$ cat src/hw/rtl/sgdmf_pkg.sv
// Package for the matrix factorization update block: widths, opcodes, register map,
// fixed point helpers. No dependencies.
package sgdmf_pkg;
	localparam int MAX_FEATURES_D = 32;
	localparam int USER_ROWS_D    = 1024;
	localparam int ITEM_ROWS_D    = 1024;

	localparam int OP_W   = 3;
	localparam int UIDX_W = 10;
	localparam int IIDX_W = 10;
	localparam int FIDX_W = 5;
	localparam int VAL_W  = 32;
	localparam int FCNT_W = 6;
	localparam int FRAC_W = 16;
	localparam int PADDR_W = 4;

	localparam logic [OP_W-1:0] OP_TRAIN     = 3'd0;
	localparam logic [OP_W-1:0] OP_LOAD_USER = 3'd1;
	localparam logic [OP_W-1:0] OP_LOAD_ITEM = 3'd2;
	localparam logic [OP_W-1:0] OP_READ_USER = 3'd3;
	localparam logic [OP_W-1:0] OP_READ_ITEM = 3'd4;

	localparam logic [PADDR_W-1:0] REG_FCNT = 4'h0;
	localparam logic [PADDR_W-1:0] REG_RATE = 4'h4;
	localparam logic [PADDR_W-1:0] REG_REG  = 4'h8;

	localparam logic [FCNT_W-1:0] FCNT_RST = 6'd32;
	localparam logic [FRAC_W-1:0] RATE_RST = 16'd655;
	localparam logic [FRAC_W-1:0] REG_RST  = 16'd3277;

	typedef struct packed {
		logic [OP_W-1:0]   operation;
		logic [UIDX_W-1:0] user_index;
		logic [IIDX_W-1:0] item_index;
		logic [FIDX_W-1:0] feature_index;
		logic signed [VAL_W-1:0] operand_value;
	} req_t;

	typedef struct packed {
		logic signed [VAL_W-1:0] result_value;
		logic saturated;
	} rsp_t;

	// round Q.16 product: add half, arithmetic shift by 16
	function automatic logic signed [48:0] rnd16(input logic signed [64:0] p);
		logic signed [64:0] t;
		t = (p + 65'sd32768) >>> 16;
		return t[48:0];
	endfunction

	function automatic logic signed [31:0] sat32(input logic signed [55:0] v,
		output logic f);
		f = 1'b0;
		if (v > 56'sd2147483647) begin
			f = 1'b1;
			return 32'sh7fffffff;
		end
		if (v < -56'sd2147483648) begin
			f = 1'b1;
			return 32'sh80000000;
		end
		return v[31:0];
	endfunction
endpackage

$ cat src/hw/rtl/sgdmf_regs.sv
// APB register file for feature count, learning rate and regularization.
// Depends on sgdmf_pkg.
module sgdmf_regs
	import sgdmf_pkg::*;
(
	input  logic clk,
	input  logic arst_n,
	input  logic psel,
	input  logic penable,
	input  logic pwrite,
	input  logic [PADDR_W-1:0] paddr,
	input  logic [31:0] pwdata,
	output logic [31:0] prdata,
	output logic pready,
	output logic [FCNT_W-1:0] fcnt,
	output logic [FRAC_W-1:0] rate,
	output logic [FRAC_W-1:0] regf
);
	logic wr;
	assign pready = 1'b1;
	assign wr = psel && penable && pwrite;
	always_ff @(posedge clk or negedge arst_n) begin
		if (!arst_n) begin
			fcnt <= FCNT_RST;
			rate <= RATE_RST;
			regf <= REG_RST;
		end else if (wr) begin
			unique case (paddr)
				REG_FCNT: fcnt <= pwdata[FCNT_W-1:0];
				REG_RATE: rate <= pwdata[FRAC_W-1:0];
				REG_REG:  regf <= pwdata[FRAC_W-1:0];
				default: ;
			endcase
		end
	end
	always_comb begin
		unique case (paddr)
			REG_FCNT: prdata = {26'd0, fcnt};
			REG_RATE: prdata = {16'd0, rate};
			REG_REG:  prdata = {16'd0, regf};
			default:  prdata = '0;
		endcase
	end
endmodule

$ cat config.mk
export PLATFORM = sky130hd
export DESIGN_NAME = sgdmf_regs
export DESIGN_NICKNAME = d
export VERILOG_FILES = /design/src/hw/rtl/sgdmf_pkg.sv /design/src/hw/rtl/sgdmf_regs.sv
export SDC_FILE = /design/constraint.sdc
export NUM_CORES = 1
export LEC_CHECK = 0
export BUFFER_PORTS_ARGS = -buffer_cell sky130_fd_sc_hd__buf_2
export CORE_MARGIN = 1.5
export CORE_UTILIZATION = 32
export CTS_CLUSTER_SIZE = 28
export DETAILED_ROUTE_END_ITERATION = 16
export HOLD_SLACK_MARGIN = 0.02
export PLACE_DENSITY_LB_ADDON = 0.15
export RECOVER_POWER = 100
export SLEW_MARGIN = 30
export SYNTH_ARGS = -nofsm -noshare
export SYNTH_HDL_FRONTEND = slang
export SYNTH_SLANG_ARGS = --single-unit
$ cat constraint.sdc
create_clock -name clk -period 1.1 [get_ports clk]
set_input_delay 0.11 -clock clk [delete_from_list [all_inputs] [get_ports clk]]
set_output_delay 0.11 -clock clk [all_outputs]
set_load 0.01 [all_outputs]
==> results of run 1 <==
-- worst reg2reg max path: stages (launching register included) --
cell	delay, ps
dfstp_2	390
buf_6	120
buf_4	120
mux2_4	250
-- sequential cells by signal (all words and copies together) (netlist names) --
name / count
fcnt: 6
rate: 16
regf: 16
-- cells in the mapped netlist --
| library cell | number |
|---|---|
| clkbuf_1 | 2 |
| nand2_1 | 12 |
| mux2_1 | 20 |
| buf_4 | 20 |
| mux2_2 | 18 |
| conb_1 | 2 |
| nor4b_4 | 2 |
| and4_1 | 3 |
| dfrtp_1 | 24 |
| buf_8 | 2 |
| a22o_1 | 10 |
| a22oi_1 | 6 |
| dfstp_2 | 14 |
| nor4_2 | 1 |
-- layer usage --
layer	routed length, µm	share of wire (%)
met5	0	0
met4	42	0.88
met3	275	5.8
met2	2140	45
met1	2320	49
-- logic make-up after synthesis --
family | Yosys count
muxes | 38
DFF | 38
buffers and inverters | 24
and+or+nand+nor | 18
AOI/OAI and AO/OA | 16
other | 2
-- power by group --
part	internal, µW	switching, µW	total [µW]
Clock	633	479	1110
Sequential	1640	168	1800
Combinational	487	363	850
Total	2760	1010	3770
-- area by class of cell --
type / instances / area share [%]
Timing Repair Buffer: 97 / 23.6
Clock buffer: 8 / 3.99
Multi-Input combinational cell: 89 / 34.0
Tap cell: 72 / 3.27
Sequential cell: 38 / 35.1
-- through the flow --
| stage | util, % | setup slack (ps) | total power (µW) |
|---|---|---|---|
| floorplan | - | -331 | 2200 |
| global placement | 42.8 | -349 | 2510 |
| detailed placement | 42.8 | -359 | 2520 |
| CTS | 48.5 | -111 | 3750 |
| global route | 49.8 | -160 | 3970 |
| finish | 49.8 | -111 | 3770 |
-- final timing paths --
| kind | depth (start not counted) | slack (ps) | startpoint | end |
|---|---|---|---|---|
| worst min register to register | 1 | 550 | rate[12]$_DFFE_PN0P_ | rate[12]$_DFFE_PN0P_ |
| worst min-delay path | 2 | 70 | pwdata[9] | regf[9]$_DFFE_PN0P_ |
| max in group asynchronous | 3 | 110 | arst_n | regf[0]$_DFFE_PN1P_ |
| min in group asynchronous | 2 | 270 | arst_n | regf[8]$_DFFE_PN0P_ |
| worst max register to register | 3 | 160 | fcnt[5]$_DFFE_PN1P_ | fcnt[5]$_DFFE_PN1P_ |
| worst max-delay path | 3 | -110 | regf[3]$_DFFE_PN1P_ | prdata[3] |
-- repair_timing --
action | CTS | global route
resized for setup | 36 | 24
cloned | 2 | 0
hold buffers | 1 | 0
pin swaps | 7 | 12
buffers inserted | 4 | 4
endpoints found under the setup margin | 48 | 60
hold endpoints to repair | 13 | 0
==> flow_metrics.env, run 1 <==
export IMPL_status="complete, but fails checks"
export IMPL_violations="negative setup slack"
export IMPL_ant_nets=0
export IMPL_fin_area_mm2=0.00276
export IMPL_setup_ws_ps=-111
export IMPL_finClkSkew_ps=0
export IMPL_fillers=520
export IMPL_clock_root_buffer="clkbuf_8"
export IMPL_place_congestion=0.703
export IMPL_cp_max_fo=3
export IMPL_htreeDepth=2
export IMPL_slowest_delay_ps=560
export IMPL_port_buffers=78
export IMPL_cts_tree="yes"
export IMPL_syn_avg_cell_area_um2=13.6
export IMPL_fin_hold_ws_ps=69.9
export IMPL_synth_xor_area_share_pct=0
export IMPL_maxCapViolCount=0
export IMPL_yosys_top_cells_area="dfrtp_1 32%, dfstp_2 20%, mux2_1 12%"
export IMPL_clk_latency_ps=280
export IMPL_die_w_um=79.2
export IMPL_wl_mm=4.78
export IMPL_crit_family="flip-flops"
export IMPL_synthSimpleGateAreaFrac_pct=7.08
export IMPL_worstSetupPathType="flip-flop to output port"
export IMPL_drt_first_pass_iters=3
export IMPL_placement_cell_area_mm2=0.00237
export IMPL_end_kind="output port"
export IMPL_nNetsFinal=272
export IMPL_num_vias=1400
export IMPL_p_leak_uw=0.00135
export IMPL_wire_per_inst_um=15.7
export IMPL_initial_utilization_pct=33.5
export IMPL_drt_iter0_drc=43
export IMPL_antenna_found_initial=0
export IMPL_fin_cells=304
export IMPL_place_inst=286
export IMPL_start_kind="flip-flop"
export IMPL_setup_tns_ps=-2510
export IMPL_fin_crit_sh_pct=110
export IMPL_cp_arrival_ps=1100
export IMPL_register_area_um2=968
export IMPL_period_minus_slack_ps=1210
export IMPL_layout_common_cells="45 x buf_2, 37 x mux2_4, 24 x dfrtp_1, 24 x clkbuf_1, 17 x conb_1"
export IMPL_synth_top_family_by_area="multiplexers"
export IMPL_rows=27
export IMPL_synth_top_area_cell="dfrtp_1"
export IMPL_grtUsageMet3_pct=3.10
export IMPL_die_y_um=79.2
export IMPL_synth_cells=136
export IMPL_hold_class="input port to flip-flop"
export IMPL_cts_buffer_depth=2
export IMPL_io_pins=112
export IMPL_rsz0062_at_grt="yes"
export IMPL_cp_num_buf_inv=1
export IMPL_yosysWarnings=0
export IMPL_path_cells="a22oi_2 -> nand2_1 -> buf_2"
export IMPL_post_synth_fa_ha_maj_area_fraction_pct=0
export IMPL_hold_viol=0
export IMPL_dp_hpwl_mm=3.12
export IMPL_remaining_drc_errors=0
export IMPL_grt_usage_pct=15.5
export IMPL_netlist_area_mm2=0.00186
export IMPL_drive_gt1_share_pct=61.6
export IMPL_max_freq_mhz=826
export IMPL_seq_area_frac_synth_pct=52.2
export IMPL_area_growth_pct=48.6
export IMPL_gr_total_overflow=0
export IMPL_power_density_mw_per_mm2=1370
export IMPL_n_antenna_cell=0
export IMPL_synth_mux_area_share_pct=23.1
export IMPL_use_met2_pct=24.4
export IMPL_cp_slowest_cell="dfstp_2"
export IMPL_clock_sinks=38
export IMPL_dieArea_mm2=0.00626
export IMPL_grt_use_met1_pct=21.7
export IMPL_grt_max_degree=26
export IMPL_grt_pass1_wl_mm=7.37
export IMPL_cts_buffers=5
export IMPL_ir_drop_v=0.000695
export IMPL_vias_per_cell=4.61
export IMPL_slew_violations=0
export IMPL_ys_seq_elements=38
export IMPL_core_mm2=0.00554
export IMPL_synth_distinct_cells=14
export IMPL_busiest_layer="met2"
export IMPL_layout_commonest_cell="buf_2"
export IMPL_setup_viol=44
export IMPL_synth_compound_area_share_pct=7.15
export IMPL_multiInputGateArea_um2=938
export IMPL_worstPathRequired_ps=990
export IMPL_synth_top_area_share_pct=32.4
export IMPL_grt_pass1_vias=1382
export IMPL_clk_pin_slew_worst_paths_ps=70
No activity file was read; power rests on OpenSTA's default activity.
==> inputs of run 2 (changes only) <==
--- a/config.mk
+++ b/config.mk
@@ -11,7 +11,7 @@
 export CTS_CLUSTER_SIZE = 28
 export DETAILED_ROUTE_END_ITERATION = 16
 export HOLD_SLACK_MARGIN = 0.02
-export PLACE_DENSITY_LB_ADDON = 0.15
+export PLACE_DENSITY_LB_ADDON = 0.12
 export RECOVER_POWER = 100
 export SLEW_MARGIN = 30
 export SYNTH_ARGS = -nofsm -noshare
==> flow_metrics.env, run 2 (synthesized netlist as in run 1, its figures left out) <==
export IMPL_status="complete, but fails checks"
export IMPL_violations="negative setup slack"
export IMPL_max_freq_mhz=823
export IMPL_finClkSkew_ps=0
export IMPL_ant_nets=0
export IMPL_fin_crit_sh_pct=110
export IMPL_clock_root_buffer="clkbuf_8"
export IMPL_initial_utilization_pct=33.5
export IMPL_dieArea_mm2=0.00626
export IMPL_htreeDepth=2
export IMPL_remaining_drc_errors=0
export IMPL_wl_mm=5.05
export IMPL_clk_pin_slew_worst_paths_ps=80
export IMPL_die_y_um=79.2
export IMPL_period_minus_slack_ps=1210
export IMPL_antenna_found_initial=0
export IMPL_fin_hold_ws_ps=61.6
export IMPL_hold_viol=0
export IMPL_rows=27
export IMPL_slew_violations=0
export IMPL_die_w_um=79.2
export IMPL_dp_hpwl_mm=3.14
export IMPL_worst_slew_pin_slew_ps=531
export IMPL_cts_buffers=5
export IMPL_area_growth_pct=53.3
export IMPL_port_buffers=78
export IMPL_drt_first_pass_iters=4
export IMPL_cp_arrival_ps=1380
export IMPL_wire_per_inst_um=16.1
export IMPL_setup_viol=46
export IMPL_cp_max_fo=8
export IMPL_grt_pass1_wl_mm=7.37
export IMPL_worstPathRequired_ps=1270
export IMPL_layout_commonest_cell="buf_2"
export IMPL_grt_max_degree=39
export IMPL_cts_buffer_depth=2
export IMPL_setup_tns_ps=-2880
export IMPL_rsz0062_at_grt="yes"
export IMPL_start_kind="input port"
export IMPL_num_vias=1434
export IMPL_end_kind="flip-flop"
export IMPL_power_density_mw_per_mm2=1310
export IMPL_layout_common_cells="44 x buf_2, 38 x mux2_4, 24 x dfrtp_1, 21 x clkbuf_1, 17 x conb_1"
export IMPL_setup_ws_ps=-115
export IMPL_clock_sinks=38
export IMPL_reg_largest_list="rate: 16 flops, regf: 16 flops, fcnt: 6 flops"
export IMPL_io_pins=112
export IMPL_maxCapViolCount=0
export IMPL_ir_drop_v=0.000631
export IMPL_place_ws_ps=-355
export IMPL_vias_per_cell=4.57
export IMPL_drive_gt1_share_pct=62.8
export IMPL_hold_class="input port to flip-flop"
export IMPL_p_leak_uw=0.00141
export IMPL_cts_tree="yes"
export IMPL_n_antenna_cell=0
export IMPL_clk_latency_ps=280
export IMPL_place_congestion=0.703
export IMPL_worstSetupPathType="input port to flip-flop"
export IMPL_grt_usage_pct=15.5
export IMPL_nNetsFinal=282
export IMPL_drt_iter0_drc=47
export IMPL_gr_total_overflow=0
export IMPL_slew_headroom_pct=64.6
export IMPL_grt_pass1_vias=1404
export IMPL_core_mm2=0.00554
run 2: cell count changes in the layout (fill, tap and decap cells not counted), moves of 2 or more:
cell | previous run | this run
a22oi_1 | 0 | 4
a22oi_2 | 6 | 2
buf_12 | 5 | 2
buf_4 | 8 | 14
buf_6 | 10 | 16
buf_8 | 1 | 4
clkbuf_1 | 24 | 21
clkbuf_8 | 8 | 6
run 2: power breakdown:
group	internal (µW)	switching, µW	total (µW)
Combinational	555	385	940
Sequential	1630	162	1800
Clock	504	486	990
run 2: final timing paths:
check,startpoint,endpoint,slack [ps],depth (start not counted)
worst max-delay path,paddr[1],regf[12]$_DFFE_PN0P_,-110,6
worst min-delay path,pwdata[7],regf[7]$_DFFE_PN1P_,60,2
worst max register to register,regf[3]$_DFFE_PN1P_,regf[3]$_DFFE_PN1P_,160,3
worst min register to register,rate[13]$_DFFE_PN0P_,rate[13]$_DFFE_PN0P_,550,1
max in group asynchronous,arst_n,regf[0]$_DFFE_PN1P_,270,3
min in group asynchronous,arst_n,fcnt[3]$_DFFE_PN0P_,440,3
run 2: worst max-delay path, stage by stage:
cell and delay, ps:
buf_8 110, nor4b_4 250, buf_4 180, and4_4 270
buf_12 150, mux2_4 300
run 2: area by class of cell:
class / count / area, µm²
clock inverter: 2 / 12.5
sequential: 38 / 968
multi-input combinational: 89 / 925
clock buffer: 6 / 82.6
fill: 501 / 2700
tap: 72 / 90.1
timing repair buffer: 107 / 767
run 2: layer usage:
metal | wire length [µm] | GRT usage (%)
met3 | 279 | 4.02
met2 | 2330 | 23.6
met1 | 2400 | 22.2
met4 | 29 | 3.16
met5 | 0 | 0
run 2: what timing repair did:
| item | 4_1_cts | 5_1_grt |
|---|---|---|
| hold buffers | 1 | 0 |
| setup endpoints to repair | 45 | 61 |
| hold endpoints to repair | 35 | 0 |
| setup buffers | 3 | 11 |
| resized for setup | 36 | 23 |
| cloned | 2 | 1 |
| pin swaps | 9 | 7 |
run 2: through the flow:
step	std cells	total power (µW)	cell area, µm²	util [%]
global placement	288	2510	2400	43.3
global route	314	3930	2850	51.4
detailed placement	288	2520	2400	43.3
finish	314	3730	2850	51.4
floorplan	151	2200	2000	-
CTS	302	3640	2700	48.8
